File: config.mk
export PLATFORM = sky130hd
export DESIGN_NAME = mws_cell
export DESIGN_NICKNAME = d
export VERILOG_FILES = /design/src/hdl/max_window_spread_top_defines.svh /design/src/hdl/mws_pkg.sv /design/src/hdl/mws_cell.sv
export SDC_FILE = /design/constraint.sdc
export NUM_CORES = 1
export LEC_CHECK = 0
export CAP_MARGIN = 40
export CORE_MARGIN = 2
export CORE_UTILIZATION = 43
export CTS_BUF_LIST = sky130_fd_sc_hd__clkbuf_16
export CTS_CLUSTER_DIAMETER = 200
export DETAILED_ROUTE_END_ITERATION = 8
export DONT_BUFFER_PORTS = 1
export HOLD_SLACK_MARGIN = 0.03
export PLACE_DENSITY_LB_ADDON = 0.12
export SLEW_MARGIN = 10
export SYNTH_ARGS = -nofsm -noshare
export SYNTH_HDL_FRONTEND = slang
export SYNTH_SLANG_ARGS = --single-unit
File: constraint.sdc
create_clock -name clk -period 4.2 [get_ports clk]
set_input_delay 0.42 -clock clk [delete_from_list [all_inputs] [get_ports clk]]
set_output_delay 0.42 -clock clk [all_outputs]
set_load 0.1 [all_outputs]
File: src/hdl/max_window_spread_top_defines.svh
// Assertion macros for the max_window_spread block.
// Used by the control module; depends on nothing else.
`ifndef MAX_WINDOW_SPREAD_TOP_DEFINES_SVH
`define MAX_WINDOW_SPREAD_TOP_DEFINES_SVH

`ifndef SYNTHESIS
// Same-cycle implication, checked on the rising edge of clk outside reset.
`define MWS_ASSERT_IMP(lbl, ante, cons) \
  lbl: assert property (@(posedge clk) disable iff (!rst_n) (ante) |-> (cons)) \
    else $error("assertion failed");
// Next-cycle implication, checked on the rising edge of clk outside reset.
`define MWS_ASSERT_NXT(lbl, ante, cons) \
  lbl: assert property (@(posedge clk) disable iff (!rst_n) (ante) |=> (cons)) \
    else $error("assertion failed");
`else
`define MWS_ASSERT_IMP(lbl, ante, cons)
`define MWS_ASSERT_NXT(lbl, ante, cons)
`endif

`endif

File: src/hdl/mws_pkg.sv
// Package for the max_window_spread block: widths, defaults, control types.
// Used by every module of the block; depends on nothing.
`default_nettype none

package mws_pkg;

  localparam int VAL_W          = 31;
  localparam int LEN_W          = 11;
  localparam int WINDOW_MAX_DEF = 1024;
  localparam logic [LEN_W-1:0] LEN_RESET = LEN_W'(1);

  // Sequencer states.
  typedef enum logic [0:0] {
    ST_RUN,
    ST_DRAIN
  } mws_state_t;

  // Control broadcast from the sequencer to every cell.
  typedef struct packed {
    logic             shift;
    logic             tap_en;
    logic [LEN_W-1:0] win_len;
  } mws_ctl_t;

endpackage

`default_nettype wire

File: src/hdl/mws_cell.sv
// One cell of the window chain: running max and min of the newest IDX+1 values,
// plus one stage of the spread collection chain. Depends on mws_pkg.
`default_nettype none

module mws_cell
  import mws_pkg::*;
#(
  parameter int IDX = 0
) (
  input  wire logic             clk,
  input  wire logic             rst_n,
  input  wire mws_ctl_t         ctl,
  input  wire logic [VAL_W-1:0] sample,
  input  wire logic [VAL_W-1:0] hi_in,
  input  wire logic [VAL_W-1:0] lo_in,
  input  wire logic [VAL_W-1:0] best_in,
  output logic      [VAL_W-1:0] hi_out,
  output logic      [VAL_W-1:0] lo_out,
  output logic      [VAL_W-1:0] best_out
);

  logic [VAL_W-1:0] hi_r, hi_nxt;
  logic [VAL_W-1:0] lo_r, lo_nxt;
  logic [VAL_W-1:0] best_r, best_nxt;
  logic             tap_r, tap_nxt;
  logic [VAL_W-1:0] cand;
  logic             hit;

  // This cell holds the window when its span equals the window length.
  assign hit = (32'(ctl.win_len) == 32'(IDX + 1));

  // Extend the neighbour's span by the new sample.
  always_comb begin
    hi_nxt = hi_r;
    lo_nxt = lo_r;
    if (ctl.shift) begin
      hi_nxt = (sample > hi_in) ? sample : hi_in;
      lo_nxt = (sample < lo_in) ? sample : lo_in;
    end
  end

  assign tap_nxt = ctl.shift & ctl.tap_en & hit;

  // Spread of the freshly updated window, merged into the collection chain.
  assign cand     = tap_r ? (hi_r - lo_r) : '0;
  assign best_nxt = (best_in > cand) ? best_in : cand;

  always_ff @(posedge clk) begin
    hi_r <= hi_nxt;
    lo_r <= lo_nxt;
  end

  always_ff @(posedge clk) begin
    if (!rst_n) begin
      tap_r  <= 1'b0;
      best_r <= '0;
    end else begin
      tap_r  <= tap_nxt;
      best_r <= best_nxt;
    end
  end

  assign hi_out   = hi_r;
  assign lo_out   = lo_r;
  assign best_out = best_r;

endmodule

`default_nettype wire

---- Word level (Yosys, flattened, before mapping) ----
Index checks and enable logic that the tools add are counted.
storage, ports and cells
  register bits ........................... 94
  bits in latches ......................... 0
  bits in writable memories ............... 0
  memory bits (read-only) ................. 0
  bits of input ports ..................... 139
  logic and storage cells ................. 15
  memories kept ........................... 0
operators by class
  $add $sub $neg .......................... 1
  multiply operators ...................... 0
  div/mod/pow operators ................... 0
  $lt $le $gt $ge ......................... 3
  equal/unequal tests ..................... 1
  shift operators ......................... 0
  mux-type cells .......................... 4
  bitwise gates (word level) .............. 2
  reduce and logical (&&, ||, !) cells .... 0
operator list
  operator             number
  $mux 31              4
  $gt 31x31->1         2
  $lt 31x31->1         1
  $sub 31x31->31       1
  $eq 11x1->1 const B  1
  $and 1x1->1          2

---- Depth between registers and ports, before layout ----
  depth in word-level cells ............... 4
  depth in mapped cells ................... 22
  depth with buffers taken out ............ 20

---- Worst setup path after synthesis ----
No wires, ideal clock.
  path type ............................... reg2reg
  start point ............................. register lo_r[15] (netlist: lo_out[15])
  end point ............................... register best_r[27] (netlist: best_out[27])
  setup time .............................. 0.062 ns
  data arrival time ....................... 4.840 ns
  data required time ...................... 4.138 ns
  path slack .............................. -0.702 ns
  stages on the path, launching flop included .. 21
  buffers on the path ..................... 1
  path through ............................ edfxtp_1 inv_1 ha_1 a21oi_1 o21ai_1 a221o_1 a21bo_1 a31o_4 a221oi_2 xnor2_1 nand2_1 ha_1 a21o_1 a21o_1 a22o_1 o22ai_1 o21ai_1 or2_4 buf_6 or4_1 nand3_1
between the ends
  longest elaborated chain between the ends .. 4
RTL lines
  item                    RTL line        source
  from (decl)             mws_cell.sv:23  logic [VAL_W-1:0] lo_r, lo_nxt;
  from (signal assigned)  mws_cell.sv:50  lo_r <= lo_nxt;
  $sub 31x31->31 *        mws_cell.sv:45  assign cand = tap_r ? (hi_r - lo_r) : '0;
  $mux 31 *               mws_cell.sv:45
  $gt 31x31->1            mws_cell.sv:46  assign best_nxt = (best_in > cand) ? best_in : cand;
  $mux 31 *               mws_cell.sv:46
  to (signal assigned)    mws_cell.sv:59  best_r <= best_nxt;
  to (decl)               mws_cell.sv:24  logic [VAL_W-1:0] best_r, best_nxt;
Every way passes the cells marked *; elsewhere a longest branch is shown, timed or not.
A chain may end at the register's enable or synchronous reset.

---- Worst setup path after layout ----
  start point ............................. register lo_r[3] (netlist: lo_out[3])
  end point ............................... register best_r[24] (netlist: best_out[24])
The elaborated chain is that of the path after synthesis.

==> results_dict.tcl <==
set metrics [dict create \
    synthDistinctLibCells 69 \
    setup-violations-final 31 \
    gp_routability_congestion 0.919 \
    dp_hpwl_um 20000 \
    timing.critical_path.from_type "flip-flop" \
    grt_util_all_layers 0.246 \
    numPlacedInstances 1268 \
    ant_nets 0 \
    fin_cells 1305 \
    tritoncts "built" \
    p_total_w 0.00403 \
    ys_top_cells_by_area "sky130_fd_sc_hd__edfxtp_1 23%, sky130_fd_sc_hd__ha_1 19%, sky130_fd_sc_hd__dfxtp_1 7.9%" \
    std_cell_rows 50 \
    power.share.switching 0.438 \
    pwr-share-clk 0.191 \
    clk_latency_ns 0.35 \
    die_area_um2 19900 \
    first_pass_iters 5 \
    net-switching-power_w 0.00176 \
    area_growth_pct 34.2 \
    placement.io_buffers 0 \
    timing_max_transition_violations_final 0 \
    worst_ep_required_time_ns 4.45 \
    post_synth.cell_area_avg_um2 9.25 \
    fin_skew_ns 0.0112 \
    combinationalPowerShare 0.524 \
    timing.final.crit_share 1.05 \
    io_pins 232 \
    post_synth_instance_area_um2 8090 \
    cells_after_synth 874 \
    path_class "flip-flop to flip-flop" \
    total_leakage_power_nw 4.93 \
    rsz0062_at_grt "yes" \
    synth_edf_count 62 \
    synth_top_cell_by_area "sky130_fd_sc_hd__edfxtp_1" \
    pre_cts_slack_ns -0.293 \
    vias 7184 \
    grt_max_degree 64 \
    seq_power_share 0.286 \
    final_layout_fill_cell_count 1650 \
    dpl_cell_area_um2 10100 \
    vdd_drop_max_mv 0.172 \
    die_y_um 141 \
    violations "negative setup slack" \
    holdBufCountCts 0 \
    utilization 0.584 \
    cell_internal_pwr_w 0.00226 \
    number_of_global_route_vias_before_repair 7299 \
    p_per_area_nw_per_um2 371 \
    die_w_um 141 \
    drive_above_1_share 0.308 \
    tightest_pin_transition_ns 0.604 \
    run_status "complete, but fails checks" \
    numCtsBuffers 9 \
    antenna_violations_before_repair 0 \
    ctsLongestPathBuffers 2 \
    worst_setup_path_end_kind "flip-flop" \
    setup_ws_ns -0.211 \
    clk_root_buffer_cell "sky130_fd_sc_hd__clkbuf_16" \
    num-nets-final 1329 \
    stdcell_area_um2 10900 \
    ys.flop_type "sky130_fd_sc_hd__edfxtp_1" \
    initial_core_util 0.435 \
    crit_arrival_ns 4.66 \
    layout_min_cycle_time_ns 4.41 \
    timing_hold_violations_final 0 \
    ys.warnings.count 0 \
    number_of_diodes 0 \
    numClockSinks 94 \
    clkSlewWorstSetupHoldPaths_ns 0.07 \
    r2r_cells 23 \
    netlist.area_leader.share 0.230 \
    syn-num-nets 1136 \
    min_path_type "primary input to flip-flop" \
    grt_first_pass_wirelength_um 38500 \
    htree_levels 3 \
    layout.area.seq_um2 2500 \
    critical_path_peak_fanout 5 \
    drt_wl_total_um 25100 \
    normalized_max_slew_margin 0.593 \
    maxClockFrequency_mhz 227 \
    ys_seq_area_frac 0.309 \
    dr.first_iter.drc_count 350 \
    routedWlPerCell_um 19.2 \
    drc 0 \
    share_of_async_settable_or_async_resettable_flops_after_synthesis 0 \
    via_per_inst 5.50 \
    multiInputGateArea_um2 5460 \
    flip_flop_and_latch_count_after_synthesis 94 \
    timing.hold.worst_path_depth 1 \
    floorplan.core_area_um2 18600 \
    cap_viol_max_count 0 \
    globalRouteOverflowTotal 0 \
]
## metal layers
metal / GRT usage / wire [um] / up-vias
li1: - / - / 3559
met1: 0.315 / 11000 / 3324
met2: 0.399 / 11500 / 254
met3: 0.0608 / 1830 / 47
met4: 0.0984 / 808 / 0
met5: 0 / 0 / -
## synthesized netlist by cell type (3+ instances only)
master                        n
sky130_fd_sc_hd__a211oi_1     6
sky130_fd_sc_hd__a21boi_0    16
sky130_fd_sc_hd__a21o_1      39
sky130_fd_sc_hd__a21oi_1     53
sky130_fd_sc_hd__a31o_2       3
sky130_fd_sc_hd__and2_1       4
sky130_fd_sc_hd__and3_1       9
sky130_fd_sc_hd__buf_1        3
sky130_fd_sc_hd__buf_2        5
sky130_fd_sc_hd__buf_6        4
sky130_fd_sc_hd__clkbuf_1    16
sky130_fd_sc_hd__dfxtp_1     32
sky130_fd_sc_hd__edfxtp_1    62
sky130_fd_sc_hd__ha_1       122
sky130_fd_sc_hd__inv_1      101
sky130_fd_sc_hd__mux2_1      30
sky130_fd_sc_hd__mux2_2      32
sky130_fd_sc_hd__nand2_1     81
sky130_fd_sc_hd__nand2b_1     6
sky130_fd_sc_hd__nand3_1     50
sky130_fd_sc_hd__nand3b_1     5
sky130_fd_sc_hd__nand4_1     20
sky130_fd_sc_hd__nor2_1      28
sky130_fd_sc_hd__nor2b_1     10
sky130_fd_sc_hd__nor3_1      10
sky130_fd_sc_hd__nor4_1       3
sky130_fd_sc_hd__o2111ai_1    3
sky130_fd_sc_hd__o211ai_1     9
sky130_fd_sc_hd__o21a_1       3
sky130_fd_sc_hd__o21ai_0     31
sky130_fd_sc_hd__o21ai_1      3
sky130_fd_sc_hd__o21bai_1     3
sky130_fd_sc_hd__or3_1        3
sky130_fd_sc_hd__or4_1        4
sky130_fd_sc_hd__xnor2_1     15
sky130_fd_sc_hd__xor2_1      10
## repair_timing
action | 4_1_cts | 5_1_grt
gates resized for setup | 43 | 34
endpoints found under the setup margin | 31 | 31
endpoints found under the hold margin | 0 | 0
cloned | 3 | 0
buffers inserted | 13 | 7
pin swaps | 26 | 29
## through the flow
| stage | hold WS [ns] | setup TNS [ns] |
|---|---|---|
| 4_1_cts | 0.144 | -3.22 |
| 3_3_place_gp | 0.512 | -5.40 |
| 6_report | 0.155 | -4.86 |
| 2_1_floorplan | 0.495 | -14.01 |
| 3_5_place_dp | 0.504 | -7.21 |
| 5_1_grt | 0.153 | -10.91 |
## power groups by stage
| stage | Clock (W) | Sequential [W] | Combinational [W] |
|---|---|---|---|
| 2_1_floorplan | 0 | 0.00176 | 0.000796 |
| 4_1_cts | 0.000774 | 0.00115 | 0.00205 |
| 3_3_place_gp | 0 | 0.00128 | 0.00179 |
| 6_report | 0.000768 | 0.00115 | 0.00211 |
| 5_1_grt | 0.000813 | 0.00116 | 0.00225 |
| 3_5_place_dp | 0 | 0.00117 | 0.00198 |
## placed cells by master (no fill, tap or decap), types with 5 or more instances in the layout
cell type                   netlist  final
sky130_fd_sc_hd__buf_4            0    169
sky130_fd_sc_hd__ha_1           122    109
sky130_fd_sc_hd__inv_1          101     95
sky130_fd_sc_hd__nand2_1         81     79
sky130_fd_sc_hd__edfxtp_1        62     62
sky130_fd_sc_hd__a21oi_1         53     45
sky130_fd_sc_hd__nand3_1         50     43
sky130_fd_sc_hd__a21o_1          39     39
sky130_fd_sc_hd__mux2_2          32     32
sky130_fd_sc_hd__dfxtp_1         32     31
sky130_fd_sc_hd__mux2_1          30     30
sky130_fd_sc_hd__nor2_1          28     27
sky130_fd_sc_hd__o21ai_0         31     26
sky130_fd_sc_hd__buf_8            0     25
sky130_fd_sc_hd__nand4_1         20     20
sky130_fd_sc_hd__xnor2_1         15     13
sky130_fd_sc_hd__a21boi_1         0     13
sky130_fd_sc_hd__ha_4             0     12
sky130_fd_sc_hd__nor3_1          10     10
sky130_fd_sc_hd__nor2b_1         10     10
sky130_fd_sc_hd__clkbuf_16        0     10
sky130_fd_sc_hd__o211ai_1         9      9
sky130_fd_sc_hd__and3_1           9      9
sky130_fd_sc_hd__xor2_1          10      9
sky130_fd_sc_hd__o21ai_1          3      7
sky130_fd_sc_hd__nand3_2          0      7
sky130_fd_sc_hd__inv_2            0      6
sky130_fd_sc_hd__buf_16           0      6
sky130_fd_sc_hd__a21oi_2          0      5
sky130_fd_sc_hd__nand3b_1         5      5
sky130_fd_sc_hd__a211oi_2         1      5
sky130_fd_sc_hd__buf_6            4      5
## registers in the layout (all words and copies together) (netlist names)
register	cells
lo_out	31
best_out	31
hi_out	31
tap_r	1
## worst max-delay path, stage by stage, from the launching register on
cell and delay (ns):
sky130_fd_sc_hd__edfxtp_1 0.41, sky130_fd_sc_hd__inv_2 0.09, sky130_fd_sc_hd__ha_4 0.20, sky130_fd_sc_hd__buf_6 0.11
sky130_fd_sc_hd__o211ai_1 0.24, sky130_fd_sc_hd__a21oi_4 0.06, sky130_fd_sc_hd__o211ai_1 0.26, sky130_fd_sc_hd__a21oi_2 0.11
sky130_fd_sc_hd__a31o_4 0.28, sky130_fd_sc_hd__a221oi_4 0.34, sky130_fd_sc_hd__xnor2_1 0.15, sky130_fd_sc_hd__nand2_1 0.11
sky130_fd_sc_hd__ha_4 0.29, sky130_fd_sc_hd__nand4_1 0.12, sky130_fd_sc_hd__nor4_2 0.28, sky130_fd_sc_hd__buf_4 0.16
sky130_fd_sc_hd__buf_4 0.11, sky130_fd_sc_hd__nand2_2 0.07, sky130_fd_sc_hd__a21oi_4 0.20, sky130_fd_sc_hd__buf_4 0.15
sky130_fd_sc_hd__or2_2 0.17, sky130_fd_sc_hd__buf_4 0.14, sky130_fd_sc_hd__nor2_1 0.04, sky130_fd_sc_hd__a32o_1 0.19
## path summary, 6_finish.rpt
kind / slack (ns) / to / start
max: -0.21 / best_out[24]$_SDFF_PN0_ / lo_out[3]$_DFFE_PP_
min: 0.15 / tap_r$_SDFF_PN0_ / ctl[5]
max reg2reg: -0.21 / best_out[24]$_SDFF_PN0_ / lo_out[3]$_DFFE_PP_
min reg2reg: 0.66 / best_out[13]$_SDFF_PN0_ / tap_r$_SDFF_PN0_
## cell type report
type,instances,share of cell area
Clock buffer,9,0.0207
Sequential cell,94,0.231
Multi-Input combinational cell,652,0.503
Timing Repair Buffer,209,0.180
Inverter,101,0.0349
Clock inverter,6,0.00357
Tap cell,234,0.0270
## cells by family (layout without fill, tap and decap cells)
family | after synthesis | in the layout | synth area share
AOI/OAI and AO/OA | 202 | 202 | 0.176
xor gates and xnor gates | 25 | 25 | 0.0271
adders and majority gates | 123 | 123 | 0.191
buffers and inverters | 129 | 325 | 0.0644
DFF | 94 | 94 | 0.309
muxes | 62 | 62 | 0.0863
and+or+nand+nor | 239 | 240 | 0.145
(Power assumes the default switching activity.)
