**src/hdl/max_window_spread_top_defines.svh**
```systemverilog
// Assertion macros for the max_window_spread block.
// Used by the control module; depends on nothing else.
`ifndef MAX_WINDOW_SPREAD_TOP_DEFINES_SVH
`define MAX_WINDOW_SPREAD_TOP_DEFINES_SVH

`ifndef SYNTHESIS
// Same-cycle implication, checked on the rising edge of clk outside reset.
`define MWS_ASSERT_IMP(lbl, ante, cons) \
  lbl: assert property (@(posedge clk) disable iff (!rst_n) (ante) |-> (cons)) \
    else $error("assertion failed");
// Next-cycle implication, checked on the rising edge of clk outside reset.
`define MWS_ASSERT_NXT(lbl, ante, cons) \
  lbl: assert property (@(posedge clk) disable iff (!rst_n) (ante) |=> (cons)) \
    else $error("assertion failed");
`else
`define MWS_ASSERT_IMP(lbl, ante, cons)
`define MWS_ASSERT_NXT(lbl, ante, cons)
`endif

`endif

```
**src/hdl/mws_pkg.sv**
```systemverilog
// Package for the max_window_spread block: widths, defaults, control types.
// Used by every module of the block; depends on nothing.
`default_nettype none

package mws_pkg;

  localparam int VAL_W          = 31;
  localparam int LEN_W          = 11;
  localparam int WINDOW_MAX_DEF = 1024;
  localparam logic [LEN_W-1:0] LEN_RESET = LEN_W'(1);

  // Sequencer states.
  typedef enum logic [0:0] {
    ST_RUN,
    ST_DRAIN
  } mws_state_t;

  // Control broadcast from the sequencer to every cell.
  typedef struct packed {
    logic             shift;
    logic             tap_en;
    logic [LEN_W-1:0] win_len;
  } mws_ctl_t;

endpackage

`default_nettype wire

```
**src/hdl/mws_ctrl.sv**
```systemverilog
// Sequencer of the max_window_spread block: handshakes, fill count, drain,
// result register and the window length register. Depends on mws_pkg.
`default_nettype none
`include "max_window_spread_top_defines.svh"

module mws_ctrl
  import mws_pkg::*;
#(
  parameter int WINDOW_MAX = WINDOW_MAX_DEF
) (
  input  wire logic             clk,
  input  wire logic             rst_n,
  input  wire logic             in_valid,
  output logic                  in_stall,
  input  wire logic             in_is_last,
  output logic                  out_valid,
  input  wire logic             out_stall,
  output logic      [VAL_W-1:0] out_best_spread,
  input  wire logic             cfg_valid,
  output logic                  cfg_ready,
  input  wire logic [LEN_W-1:0] cfg_window_len,
  input  wire logic [VAL_W-1:0] chain_best,
  output mws_ctl_t              ctl
);

  localparam int FILL_W = $clog2(WINDOW_MAX + 1);
  localparam int CNT_W  = LEN_W + 1;

  mws_state_t       state_r, state_nxt;
  logic [FILL_W-1:0] fill_r, fill_nxt, fill_inc;
  logic [LEN_W-1:0] len_r, len_nxt;
  logic [LEN_W-1:0] maxlen_r, maxlen_nxt;
  logic [CNT_W-1:0] cnt_r, cnt_nxt;
  logic [VAL_W-1:0] best_r, best_nxt;
  logic [VAL_W-1:0] out_data_r, out_data_nxt;
  logic             out_valid_r, out_valid_nxt;
  logic             accept;
  logic             tap_en;
  logic             finish;

  assign accept = in_valid & ~in_stall;

  // Window complete: legal length and enough values of this sequence held.
  assign fill_inc = (fill_r == FILL_W'(WINDOW_MAX)) ? fill_r : fill_r + FILL_W'(1);
  assign tap_en   = (len_r != '0) && (32'(len_r) <= 32'(WINDOW_MAX))
                    && (32'(fill_inc) >= 32'(len_r));

  // Drain is over once every spread has reached the collector.
  assign finish = (state_r == ST_DRAIN) && (cnt_r == '0)
                  && (!out_valid_r || !out_stall);

  // Next state.
  always_comb begin
    state_nxt = state_r;
    case (state_r)
      ST_RUN: begin
        if (accept && in_is_last) state_nxt = ST_DRAIN;
      end
      ST_DRAIN: begin
        if (finish) state_nxt = ST_RUN;
      end
      default: state_nxt = ST_RUN;
    endcase
  end

  // Outputs of the sequencer.
  always_comb begin
    in_stall = 1'b1;
    case (state_r)
      ST_RUN:   in_stall = 1'b0;
      ST_DRAIN: in_stall = 1'b1;
      default:  in_stall = 1'b1;
    endcase
  end

  // Sequence bookkeeping, drain counter and collector.
  always_comb begin
    fill_nxt      = fill_r;
    maxlen_nxt    = maxlen_r;
    cnt_nxt       = cnt_r;
    best_nxt      = (chain_best > best_r) ? chain_best : best_r;
    out_data_nxt  = out_data_r;
    out_valid_nxt = out_valid_r & out_stall;
    len_nxt       = (cfg_valid && cfg_ready) ? cfg_window_len : len_r;
    if (accept) begin
      fill_nxt = fill_inc;
      if (tap_en && (len_r > maxlen_r)) maxlen_nxt = len_r;
      if (in_is_last) cnt_nxt = CNT_W'(maxlen_nxt) + CNT_W'(1);
    end
    if ((state_r == ST_DRAIN) && (cnt_r != '0)) cnt_nxt = cnt_r - CNT_W'(1);
    if (finish) begin
      out_data_nxt  = best_r;
      out_valid_nxt = 1'b1;
      best_nxt      = '0;
      fill_nxt      = '0;
      maxlen_nxt    = '0;
    end
  end

  always_ff @(posedge clk) begin
    if (!rst_n) begin
      state_r     <= ST_RUN;
      fill_r      <= '0;
      len_r       <= LEN_RESET;
      maxlen_r    <= '0;
      cnt_r       <= '0;
      best_r      <= '0;
      out_valid_r <= 1'b0;
    end else begin
      state_r     <= state_nxt;
      fill_r      <= fill_nxt;
      len_r       <= len_nxt;
      maxlen_r    <= maxlen_nxt;
      cnt_r       <= cnt_nxt;
      best_r      <= best_nxt;
      out_valid_r <= out_valid_nxt;
    end
  end

  always_ff @(posedge clk) begin
    out_data_r <= out_data_nxt;
  end

  assign cfg_ready       = 1'b1;
  assign out_valid       = out_valid_r;
  assign out_best_spread = out_data_r;

  assign ctl.shift   = accept;
  assign ctl.tap_en  = tap_en;
  assign ctl.win_len = len_r;

  // A last transfer always starts a drain.
  `MWS_ASSERT_NXT(a_last_drains, accept && in_is_last, state_r == ST_DRAIN)
  // The fill count never passes the store depth.
  `MWS_ASSERT_IMP(a_fill_bound, 1'b1, 32'(fill_r) <= 32'(WINDOW_MAX))
  // A finished drain leaves the collector and fill count clear.
  `MWS_ASSERT_NXT(a_finish_clears, finish, (fill_r == '0) && (maxlen_r == '0))
  // A window is never taken with a zero length.
  `MWS_ASSERT_IMP(a_tap_len, tap_en, len_r != '0)

endmodule

`default_nettype wire
```
**config.mk**
```make
export PLATFORM = sky130hd
export DESIGN_NAME = mws_ctrl
export DESIGN_NICKNAME = d
export VERILOG_FILES = /design/src/hdl/mws_pkg.sv /design/src/hdl/mws_ctrl.sv
export VERILOG_INCLUDE_DIRS = /design/src /design/src/hdl
export SDC_FILE = /design/constraint.sdc
export NUM_CORES = 1
export LEC_CHECK = 0
export BUFFER_PORTS_ARGS = -buffer_cell sky130_fd_sc_hd__buf_2
export CORE_MARGIN = 2
export CORE_UTILIZATION = 61
export CTS_BUF_LIST = sky130_fd_sc_hd__clkbuf_4
export CTS_CLUSTER_DIAMETER = 200
export DETAILED_ROUTE_END_ITERATION = 10
export PLACE_DENSITY = 0.85
export SLEW_MARGIN = 20
export SYNTH_ARGS = -nofsm -noshare
export SYNTH_HDL_FRONTEND = slang
export SYNTH_SLANG_ARGS = --single-unit
```
**constraint.sdc**
```tcl
create_clock -name clk -period 11.8 [get_ports clk]
set_clock_uncertainty 0.1 [all_clocks]
set_input_delay 2.36 -clock clk [delete_from_list [all_inputs] [get_ports clk]]
set_output_delay 2.36 -clock clk [all_outputs]
set_load 0.005 [all_outputs]
```
# After elaboration in Yosys (flattened, before gate mapping)
# Index checks and enable logic that the tools add are counted.
# W data, S select, Z words.
[classes]
reduce_logical = 17
n_mux = 11
n_addsub = 3
bitwise_logic = 5
n_lt_le_gt_ge = 4
n_eq_ne = 1
[op_table]
columns = ["cell", "n"]
rows = [
  ["$mux W12", 3],
  ["$mux W11", 3],
  ["$gt A31 B31 Y1", 1],
  ["$add A11 B1 Y12 const B", 1],
  ["$logic_not A12 Y1", 1],
  ["$reduce_bool A12 Y1", 1],
  ["$sub A12 B1 Y12 const B", 1],
  ["$add A11 B1 Y11 const B", 1],
  ["$eq A11 B11 Y1 const B", 1],
  ["$ge A11 B11 Y1", 1],
  ["$gt A11 B11 Y1", 1],
  ["$le A11 B11 Y1 const B", 1],
  ["$reduce_bool A11 Y1", 1],
  ["$logic_and A1 B1 Y1", 7],
  ["$pmux W1 S2", 2],
  ["$reduce_bool A2 Y1", 2],
  ["$mux W1", 3],
  ["$not A1 Y1", 3],
  ["$and A1 B1 Y1", 2],
  ["$logic_not A1 Y1", 2],
  ["$reduce_and A2 Y1", 1],
  ["$reduce_or A2 Y1", 1],
  ["$logic_or A1 B1 Y1", 1],
]
[word_totals]
inputBits = 48
register_bits = 109
wordCells = 49
out_inout_bits = 47

# Depth between registers and ports, before layout
# Gate-level depths: netlist (run 1).
[logic_depth]
ltp_word = 11
ltp_mapped = 21
ltp_nobuf = 20

# Worst setup path before layout (run 1)
# No wires, ideal clock.
[synth_path]
path_kind = "input to output"
from = "input in_valid"
to = "output ctl[12] (netlist name)"
path_stages = 4
path_buffers = 2
slack_ns = 6.351
arrival_time_ns = 2.989
required_ns = 9.340
path_cell_list = "nand2b_1 -> inv_1 -> clkbuf_1 -> buf_4"
[synth_between]
elab_chain_cells = 1
[synth_rtl]
columns = ["item", "line_no", "text"]
rows = [
  ["start: declaration", "mws_ctrl.sv:13", "input wire logic in_valid,"],
  ["$and A1 B1 Y1", "mws_ctrl.sv:41", "assign accept = in_valid & ~in_stall;"],
  ["end: declaration", "mws_ctrl.sv:23", "output mws_ctl_t ctl"],
]
# No other way between the ends.

==> results.json, run 1 <==
{
  "peakVddDrop_uv": 58.60,
  "holdPathEnd": "out_best_spread[3]$_DFFE_PP_",
  "reg2regPathDepth": 19,
  "drc_errors": 0,
  "cts_setup_buffers": 0,
  "r2r_end": "cnt_r[8]$_SDFFE_PN0P_",
  "finalCritPeriodShare_pct": 49.45,
  "worstSetupPathType": "reg2out",
  "fp.dieArea_um2": 10840,
  "finalSetupViolCount": 0,
  "root_buffer": "clkbuf_4",
  "yosysTopAreaCellShare_pct": 25.55,
  "netlist_top_cells_area": "dfxtp_1 26%, edfxtp_1 15%, ha_1 12%, mux2i_1 10%, nor2_1 4.4%",
  "cts_tree": "yes",
  "end_kind": "primary output",
  "fin_nets": 826,
  "ios": 95,
  "area_delta_synth_final_pct": 10.32,
  "rows": 36,
  "crit_chain": "ha_1 > nand3_1 > nor2_1 > and3_1 > nand3_1 > xnor2_1 > ha_1 > nand2_1 > nor2_1 > a41oi_1 > a21oi_1 > buf_2",
  "synth.net_count": 742,
  "cts_buffer_depth": 2,
  "vias": 4838,
  "post_cts_resized": 0,
  "rsz0062_at_grt": "no",
  "synth_edf_count": 31,
  "die_h_um": 104.1,
  "initial_utilization_pct": 62.82,
  "via_per_inst": 5.626,
  "ys.flop_type": "dfxtp_1",
  "cp_max_fo": 4,
  "grt.total_usage_pct": 25.04,
  "yosys.area.top_type": "dfxtp_1",
  "grt_pass1_vias": 4726,
  "antenna_found_initial": 0,
  "max_freq_ghz": 0.1714,
  "cellPowerDensity_nw_per_um2": 128.9,
  "place_congestion": 0.9092,
  "drt_iter0_markers": 207,
  "holdCritStartpoint": "best_r[3]$_SDFFE_PP0N_",
  "r2r_setup_slack_ns": 6.47,
  "cap_violations": 0,
  "htreeDepth": 3,
  "ctsHoldBuffers": 0,
  "cts.clk_slew.worst_paths_ns": 0.19,
  "numCtsBuffers": 9,
  "cpPeakStageDelay_ns": 0.43,
  "fin_tns_setup_ns": 0,
  "min_period_ns": 5.835,
  "ys_ff_latch": 109,
  "avgRoutedWirePerCell_um": 15.61,
  "worstPathArrival_ns": 3.38,
  "leakage_nw": 2.978,
  "port_buffers": 93,
  "avgSynthCellArea_um2": 9.595,
  "cpMaxStageDelayCell": "dfxtp_1",
  "worstPathRequired_ns": 9.34,
  "die_width_um": 104.1,
  "start_kind": "register",
  "hold_depth": 0,
  "worst_slack_ns": 5.965,
  "syn_area_um2": 6112,
  "worst_pin_slew_ns": 0.8249,
  "hold_viol": 0,
  "grt_remaining_overflow": 0,
  "insertion_delay_ns": 0.49,
  "hold_path.class": "reg2reg",
  "grt_pass1_wl_um": 22150,
  "post_synth_num_cell_types": 62,
  "async_reset_ff_share_pct": 0,
  "core_area_um2": 9729,
  "cts_sinks": 109,
  "ys_seq_area_share_pct": 40.78,
  "r2r-start": "fill_r[0]$_SDFFE_PP0P_",
  "yosys_warnings": 0,
  "drv_slew": 0,
  "hpwl_um": 10070,
  "drive_above_1_share_pct": 16.67,
  "firstDrtPassIters": 4,
  "wl_um": 13430,
  "post-place-ws_ns": 6.252,
  "ant_nets": 0,
  "synthCells": 637,
  "outcome": "completed",
  "slew_headroom_pct": 44.84,
  "grt_max_degree": 43
}
## sequential cells by signal, indices dropped and copies added, names as in the netlist
register,count
best_r,31
len_r,11
fill_r,11
cnt_r,12
state_r,1
out_best_spread,31
out_valid,1
maxlen_r,11
## metrics by stage
step                      cells  instance area, um^2  total power [mW]  hold slack (ns)  util (%)
after floorplan             637                 6112            0.6213           0.3299         -
after global placement      843                 6586            0.6637           0.3361     67.70
after detailed placement    843                 6586            0.6769           0.3430     67.70
after CTS                   859                 6740            0.8712           0.3853     69.28
after global routing        859                 6740            0.9181           0.3937     69.28
final                       860                 6743            0.8690           0.3748     69.30
## cell usage after synthesis, types with 8 or more instances
| cell type | number |
|---|---|
| and3_1 | 8 |
| nand2_1 | 41 |
| a21oi_1 | 23 |
| xnor2_1 | 28 |
| inv_1 | 60 |
| dfxtp_1 | 78 |
| nand4_1 | 9 |
| xor2_1 | 9 |
| nor3_1 | 12 |
| nor2_1 | 72 |
| buf_4 | 10 |
| mux2i_1 | 61 |
| nor2b_1 | 14 |
| nand3_1 | 22 |
| o21ai_0 | 22 |
| edfxtp_1 | 31 |
| ha_1 | 57 |
## cell type report
type                    count  area [um^2]
fillers                   760         2987
clock buffers               9        67.56
multi-input cells         445         3214
clock inverters             7        86.33
flip-flops and latches    109         2492
repair buffers             96        488.0
diodes                      1        2.502
well taps                 133        166.4
inverters                  60        225.2
## cell families (layout without fill, tap and decap cells)
| family | after synthesis | count (layout) | synth area share (%) |
|---|---|---|---|
| other cells | 1 | 2 | 0.06135 |
| simple gates | 204 | 204 | 16.17 |
| mux | 62 | 62 | 10.17 |
| xor+xnor | 37 | 37 | 5.302 |
| buf+inv | 83 | 172 | 6.755 |
| compound gates | 84 | 84 | 9.089 |
| fa+ha+maj | 57 | 57 | 11.67 |
| flops | 109 | 109 | 40.78 |
## how the worst max path moves through the flow
| stage | slack, ns | depth (start not counted) | start | end |
|---|---|---|---|---|
| finish | 5.96 | 12 | fill_r[0]$_SDFFE_PP0P_ | ctl[11] |
| global route | 5.73 | 12 | fill_r[0]$_SDFFE_PP0P_ | ctl[11] |
| CTS | 6.01 | 12 | fill_r[0]$_SDFFE_PP0P_ | ctl[11] |
| detailed placement | 6.25 | 4 | in_valid | ctl[12] |
| global placement | 6.28 | 4 | in_valid | ctl[12] |
| floorplan | 6.35 | 4 | in_valid | ctl[12] |
## where the power goes
| part | total (mW) | internal [mW] | switching [mW] |
|---|---|---|---|
| Combinational | 0.223 | 0.0971 | 0.125 |
| Clock | 0.197 | 0.0532 | 0.144 |
| Sequential | 0.450 | 0.422 | 0.0281 |
| Total | 0.869 | 0.572 | 0.297 |
## routing by layer
metal  global-route usage, %  routed length [um]  vias up  part of all wire (%)
met5                       0                   0        -                     0
met4                   8.591                 258        0                   1.9
met3                   4.762                 798       25                   5.9
met2                   44.03                6685      167                    50
met1                   30.73                5685     2265                    42
li1                        -                   -     2381                     -
## cells in the final DEF, fill, tap and decap left out, types with 12 or more instances in the layout
cell      synthesis  routed
xnor2_1          28      28
ha_1             57      57
a21oi_1          23      23
edfxtp_1         31      31
dfxtp_1          78      78
mux2i_1          61      61
nor3_1           12      12
nor2b_1          14      14
o21ai_0          22      22
nor2_1           72      72
inv_1            60      60
nand2_1          41      41
nand3_1          22      22
buf_2             1      93
## worst max-delay path, delay by kind of cell (launching register included)
family / cells / cell delay (ns)
compound gates: 2 / 0.57
simple gates: 6 / 1.02
fa+ha+maj: 2 / 0.51
xor+xnor: 1 / 0.16
flops: 1 / 0.43
buf+inv: 1 / 0.21
Note: power is estimated with default switching activity, not from simulation.
==> run 2: changes to the inputs <==
Settings changed: ABC_AREA set to 1, CORE_UTILIZATION 61 to 59, PLACE_DENSITY 0.85 to 0.83.
Clock period 11.8 ns to 5.7 ns, I/O delays scaled along.
==> run 2 against run 1 <==
Global-route usage rose by 0.28 points. Final cell count is 13% higher. Clock power grew 100%. Critical endpoint unchanged. Sequential power rose by 110%. Combinational power rose to 2.7 times the previous value. Critical path depth increased by 3. Design area fell by 1.2%. Hold slack got worse by 0.024 ns. Die area up 1.4%. Register-to-register slack got worse by 4.6 ns. Non-clock buffer count shrank 2.
==> results.json, run 2 <==
{
  "outcome": "completed",
  "fin_nets": 939,
  "cts_sinks": 109,
  "insertion_delay_ns": 0.48,
  "initial_utilization_pct": 61.11,
  "async_reset_ff_share_pct": 0,
  "port_buffers": 93,
  "die_h_um": 104.9,
  "root_buffer": "clkbuf_4",
  "cts_setup_buffers": 0,
  "ant_nets": 0,
  "synth.net_count": 860,
  "netlist_top_cells_area": "dfxtp_1 26%, edfxtp_1 16%, ha_1 12%, inv_1 7.8%, a21oi_1 7.6%",
  "wl_met2_um": 6487,
  "drt_iter0_markers": 240,
  "end_kind": "primary output",
  "peakVddDrop_uv": 155.5,
  "r2r_setup_slack_ns": 1.86,
  "via_per_inst": 5.373,
  "drv_slew": 0,
  "die_width_um": 104.9,
  "worst_pin_slew_ns": 0.8878,
  "finalCritPeriodShare_pct": 76.15,
  "place_congestion": 0.9102,
  "fin_tns_setup_ns": 0,
  "core_area_um2": 9819,
  "firstDrtPassIters": 5,
  "drive_above_1_share_pct": 16.69,
  "top_layer": "met4",
  "fp.dieArea_um2": 10990,
  "drc_errors": 0,
  "cp_max_fo": 3,
  "final_cell_mix": "124 x inv_1, 110 x nand2_1, 93 x buf_2",
  "cap_violations": 0,
  "min_period_ns": 4.341,
  "ys_ff_latch": 109,
  "finalSetupViolCount": 0,
  "hpwl_um": 10190,
  "grt_remaining_overflow": 0,
  "synthCells": 755,
  "synthTopCellsByCount": "125 x inv_1, 111 x nand2_1, 91 x a21oi_1",
  "wl_met1_um": 5846,
  "rsz0062_at_grt": "no",
  "post_synth_num_cell_types": 41,
  "fillers": 876,
  "yosys_warnings": 0,
  "cts.clk_slew.worst_paths_ns": 0.19,
  "synth_edf_count": 31,
  "worst_slack_ns": 1.359,
  "avgRoutedWirePerCell_um": 13.80,
  "syn_area_um2": 6001,
  "cts_buffer_depth": 2,
  "ctsHoldBuffers": 0,
  "vias": 5223,
  "post-place-ws_ns": 1.730,
  "diodes": 0,
  "cts_tree": "yes",
  "rows": 36,
  "ys_seq_area_share_pct": 41.53,
  "leakage_nw": 3.118,
  "worstSetupPathType": "reg2out",
  "grt_max_degree": 42,
  "grt_pass1_wl_um": 22740,
  "post_cts_resized": 0,
  "ys.flop_type": "dfxtp_1",
  "avgSynthCellArea_um2": 7.948,
  "slew_headroom_pct": 40.67,
  "layout_commonest_cell": "inv_1",
  "grt.total_usage_pct": 25.32,
  "worstPathArrival_ns": 3.10,
  "htreeDepth": 3,
  "ios": 95,
  "area_delta_synth_final_pct": 10.99,
  "dp_cells": 956,
  "layoutNonFillerInstCount": 972,
  "wl_um": 13420,
  "cellPowerDensity_nw_per_um2": 292.3,
  "antenna_found_initial": 0,
  "yosysTopAreaCellShare_pct": 26.02,
  "numCtsBuffers": 9,
  "hold_path.class": "reg2reg",
  "grt_pass1_vias": 5006,
  "wl_met3_um": 781,
  "hold_viol": 0,
  "start_kind": "register",
  "synth_most_common_cell": "inv_1",
  "max_freq_ghz": 0.2304,
  "yosys.area.top_type": "dfxtp_1",
  "worstPathRequired_ns": 4.46
}
## run 2: path summary, 6_finish.rpt
kind / from / endpoint / cells past startpoint
setup / recovery: fill_r[0]$_SDFFE_PP0P_ / ctl[11] / 15
hold / removal: best_r[23]$_SDFFE_PP0N_ / out_best_spread[23]$_DFFE_PP_ / 0
setup reg to reg: fill_r[0]$_SDFFE_PP0P_ / cnt_r[10]$_SDFFE_PN0P_ / 25
hold reg to reg: best_r[23]$_SDFFE_PP0N_ / out_best_spread[23]$_DFFE_PP_ / 0
## run 2: through the flow
stage          instance area, um^2  utilization [%]  power, mW  hold WS, ns
6_report                      6660            67.83      1.947       0.3508
5_1_grt                       6660            67.83      2.095       0.3593
4_1_cts                       6658            67.80      1.956       0.3564
3_5_place_dp                  6513            66.32      1.561       0.3180
3_3_place_gp                  6513            66.32      1.525       0.3131
2_1_floorplan                 6001                -      1.409       0.3082
## run 2: logic make-up after synthesis
logic type	share of synthesized area [%]
AO/OA/AOI/OAI	18.10
other	0.06249
flip-flops	41.53
XOR/XNOR	1.752
adder cells (fa/ha/maj)	11.88
buffers and inverters	9.946
AND/OR/NAND/NOR	16.72
## run 2: worst max-delay path, stage by stage, from the launching register on
cell,delay (ns)
dfxtp_1,0.39
inv_1,0.08
nor3_1,0.34
nand3_1,0.18
nor2_1,0.19
nand2_1,0.09
xor2_1,0.17
inv_1,0.06
ha_1,0.26
nand2_1,0.05
nor2_2,0.10
nand3_1,0.08
nor2_1,0.10
nand2_1,0.08
a21oi_1,0.27
buf_2,0.18
## run 2: power breakdown
part | total [mW] | switching [mW] | leakage, nW | internal, mW
clock | 0.399 | 0.293 | 0.0803 | 0.106
sequential | 0.956 | 0.0566 | 0.931 | 0.900
combinational | 0.592 | 0.377 | 2.11 | 0.215
total | 1.95 | 0.726 | 3.12 | 1.22
## run 2: per-layer routing
layer / vias up / GRT usage (%)
li1: 2660 / -
met1: 2375 / 31.87
met2: 165 / 43.14
met3: 23 / 5.303
met4: 0 / 8.667
met5: - / 0
## run 2: layout make-up
class	instances	area (um^2)	share of cell area, %
multi-input cells	495	2914	43.75
flip-flops and latches	109	2492	37.42
repair buffers	94	473.0	7.101
inverters	125	469.2	7.045
well taps	133	166.4	2.499
clock inverters	7	77.57	1.165
clock buffers	9	67.56	1.014
==> run 3: changes to the inputs <==
Settings changed: ABC_AREA 1 to 0, CORE_UTILIZATION 59 to 53, PLACE_DENSITY 0.83 to 0.78.
Clock period 5.7 ns to 3.95 ns, I/O delays scaled along.
==> run 3 against run 2 <==
Combinational power grew 18%. Hold slack gained 0.013 ns. Global-route usage shrank 3.0 points. Via count shrank 6.3%. First-iteration DRC count grew 29%. Clock-buffer cell count grew 2. Sequential cell count is the same. Register-to-register slack lost 1.6 ns. Power grew 32%. Setup slack lost 1.1 ns. Largest power group unchanged. Highest routed layer unchanged.
==> results.json, run 3 (same netlist as run 1, synthesis figures left out) <==
{
  "outcome": "completed",
  "ctsHoldBuffers": 0,
  "grt_pass1_vias": 4933,
  "cp_max_fo": 3,
  "drv_slew": 0,
  "hpwl_um": 10280,
  "finalSetupViolCount": 0,
  "drc_errors": 0,
  "via_per_inst": 5.602,
  "fin_nets": 831,
  "multiInputGateArea_um2": 3323,
  "die_h_um": 111.4,
  "ios": 95,
  "p_total_mw": 2.564,
  "grt_pass1_wl_um": 22700,
  "diodes": 0,
  "area_delta_synth_final_pct": 12.88,
  "initial_utilization_pct": 53.99,
  "min_period_ns": 3.734,
  "avgRoutedWirePerCell_um": 15.83,
  "fin_tns_setup_ns": 0,
  "drt_iter0_markers": 309,
  "worstPathRequired_ns": 3.06,
  "wl_um": 13830,
  "final_cell_mix": "93 x buf_2, 73 x dfxtp_1, 68 x nor2_1",
  "worst_pin_slew_ns": 0.8278,
  "worstPathArrival_ns": 2.84,
  "peakVddDrop_uv": 202.9,
  "drive_above_1_share_pct": 20.52,
  "finish.utilization_pct": 60.94,
  "numCtsBuffers": 9,
  "hold_viol": 0,
  "cts_tree": "yes",
  "crit_chain": "buf_4 > inv_1 > ha_1 > nand4b_1 > nand2_1 > mux2i_1 > ha_1 > a21oi_1 > o21ai_2 > a41oi_2 > a21oi_2 > buf_4 > buf_2",
  "die_width_um": 111.4,
  "rows": 39,
  "finalCritPeriodShare_pct": 94.54,
  "slew_headroom_pct": 44.61,
  "cellPowerDensity_nw_per_um2": 371.7,
  "cpMaxStageDelayCell": "dfxtp_4",
  "start_kind": "register",
  "cts_sinks": 109,
  "holdWs_ns": 0.3635,
  "htreeDepth": 3,
  "fp.dieArea_um2": 12410,
  "root_buffer": "clkbuf_4",
  "vias": 4896,
  "worstSetupPathType": "reg2out",
  "final-seq-area_um2": 2501,
  "grt_max_degree": 43,
  "layout_commonest_cell": "buf_2",
  "antenna_found_initial": 0,
  "dp_cells": 857,
  "port_buffers": 93,
  "max_freq_ghz": 0.2678,
  "layoutNonFillerInstCount": 874,
  "firstDrtPassIters": 5,
  "core_area_um2": 11320,
  "cts.clk_slew.worst_paths_ns": 0.19,
  "ant_nets": 0,
  "cap_violations": 0,
  "end_kind": "primary output",
  "cpPeakStageDelay_ns": 0.40,
  "cts_buffer_depth": 2,
  "place_congestion": 0.9008,
  "hold_path.class": "reg2reg",
  "grt.total_usage_pct": 22.32,
  "grt_remaining_overflow": 0,
  "insertion_delay_ns": 0.50,
  "fillers": 968,
  "leakage_nw": 3.011,
  "rsz0062_at_grt": "no"
}
-- run 3: timing repair --
action,4_1_cts,5_1_grt
cloned,0,0
pin swaps,1,8
buffers inserted,0,1
gates resized for setup,6,26
endpoints found under the setup margin,2,6
-- run 3: power breakdown --
group	switching [mW]	internal [mW]	total (mW)	leakage [nW]
sequential	0.0850	1.26	1.35	0.928
combinational	0.390	0.311	0.701	2.02
clock	0.371	0.146	0.518	0.0635
-- run 3: final timing paths --
check                         startpoint                      endpoint  slack (ns)  cells past startpoint
setup / recovery  fill_r[0]$_SDFFE_PP0P_                       ctl[11]        0.22                     13
hold / removal    best_r[1]$_SDFFE_PP0N_  out_best_spread[1]$_DFFE_PP_        0.36                      0
setup reg to reg  fill_r[1]$_SDFFE_PP0P_         cnt_r[8]$_SDFFE_PN0P_        0.24                     19
hold reg to reg   best_r[1]$_SDFFE_PP0N_  out_best_spread[1]$_DFFE_PP_        0.36                      0
-- run 3: through the flow --
step	setup WS, ns	instance area, um^2
after floorplan	0.02114	6117
after global placement	0.1251	6659
after detailed placement	-0.09180	6659
after CTS	0.04698	6794
after global routing	0.007134	6899
final	0.2156	6899
-- run 3: final cells by class --
type | instances | area share [%]
sequential | 109 | 36.25
tap | 143 | 2.593
clock buffer | 11 | 1.197
inverter | 60 | 3.264
clock inverter | 5 | 0.5441
multi-input combinational | 445 | 48.17
timing repair buffer | 101 | 7.980
-- run 3: layer usage --
metal	part of all wire (%)	vias up	routed length [um]	track usage (%)
met5	0	-	0	0
met4	2.4	0	333	8.313
met3	6.5	26	904	4.899
met2	48	182	6703	37.80
met1	43	2297	5893	28.09
li1	-	2391	-	-
-- run 3: worst max-delay path, delay by kind of cell (launching register included) --
kind | cells | cell delay, ns
adders and majority gates | 2 | 0.47
buffers and inverters | 4 | 0.47
DFF | 1 | 0.40
and+or+nand+nor | 2 | 0.27
muxes | 1 | 0.20
AOI/OAI and AO/OA | 4 | 0.54
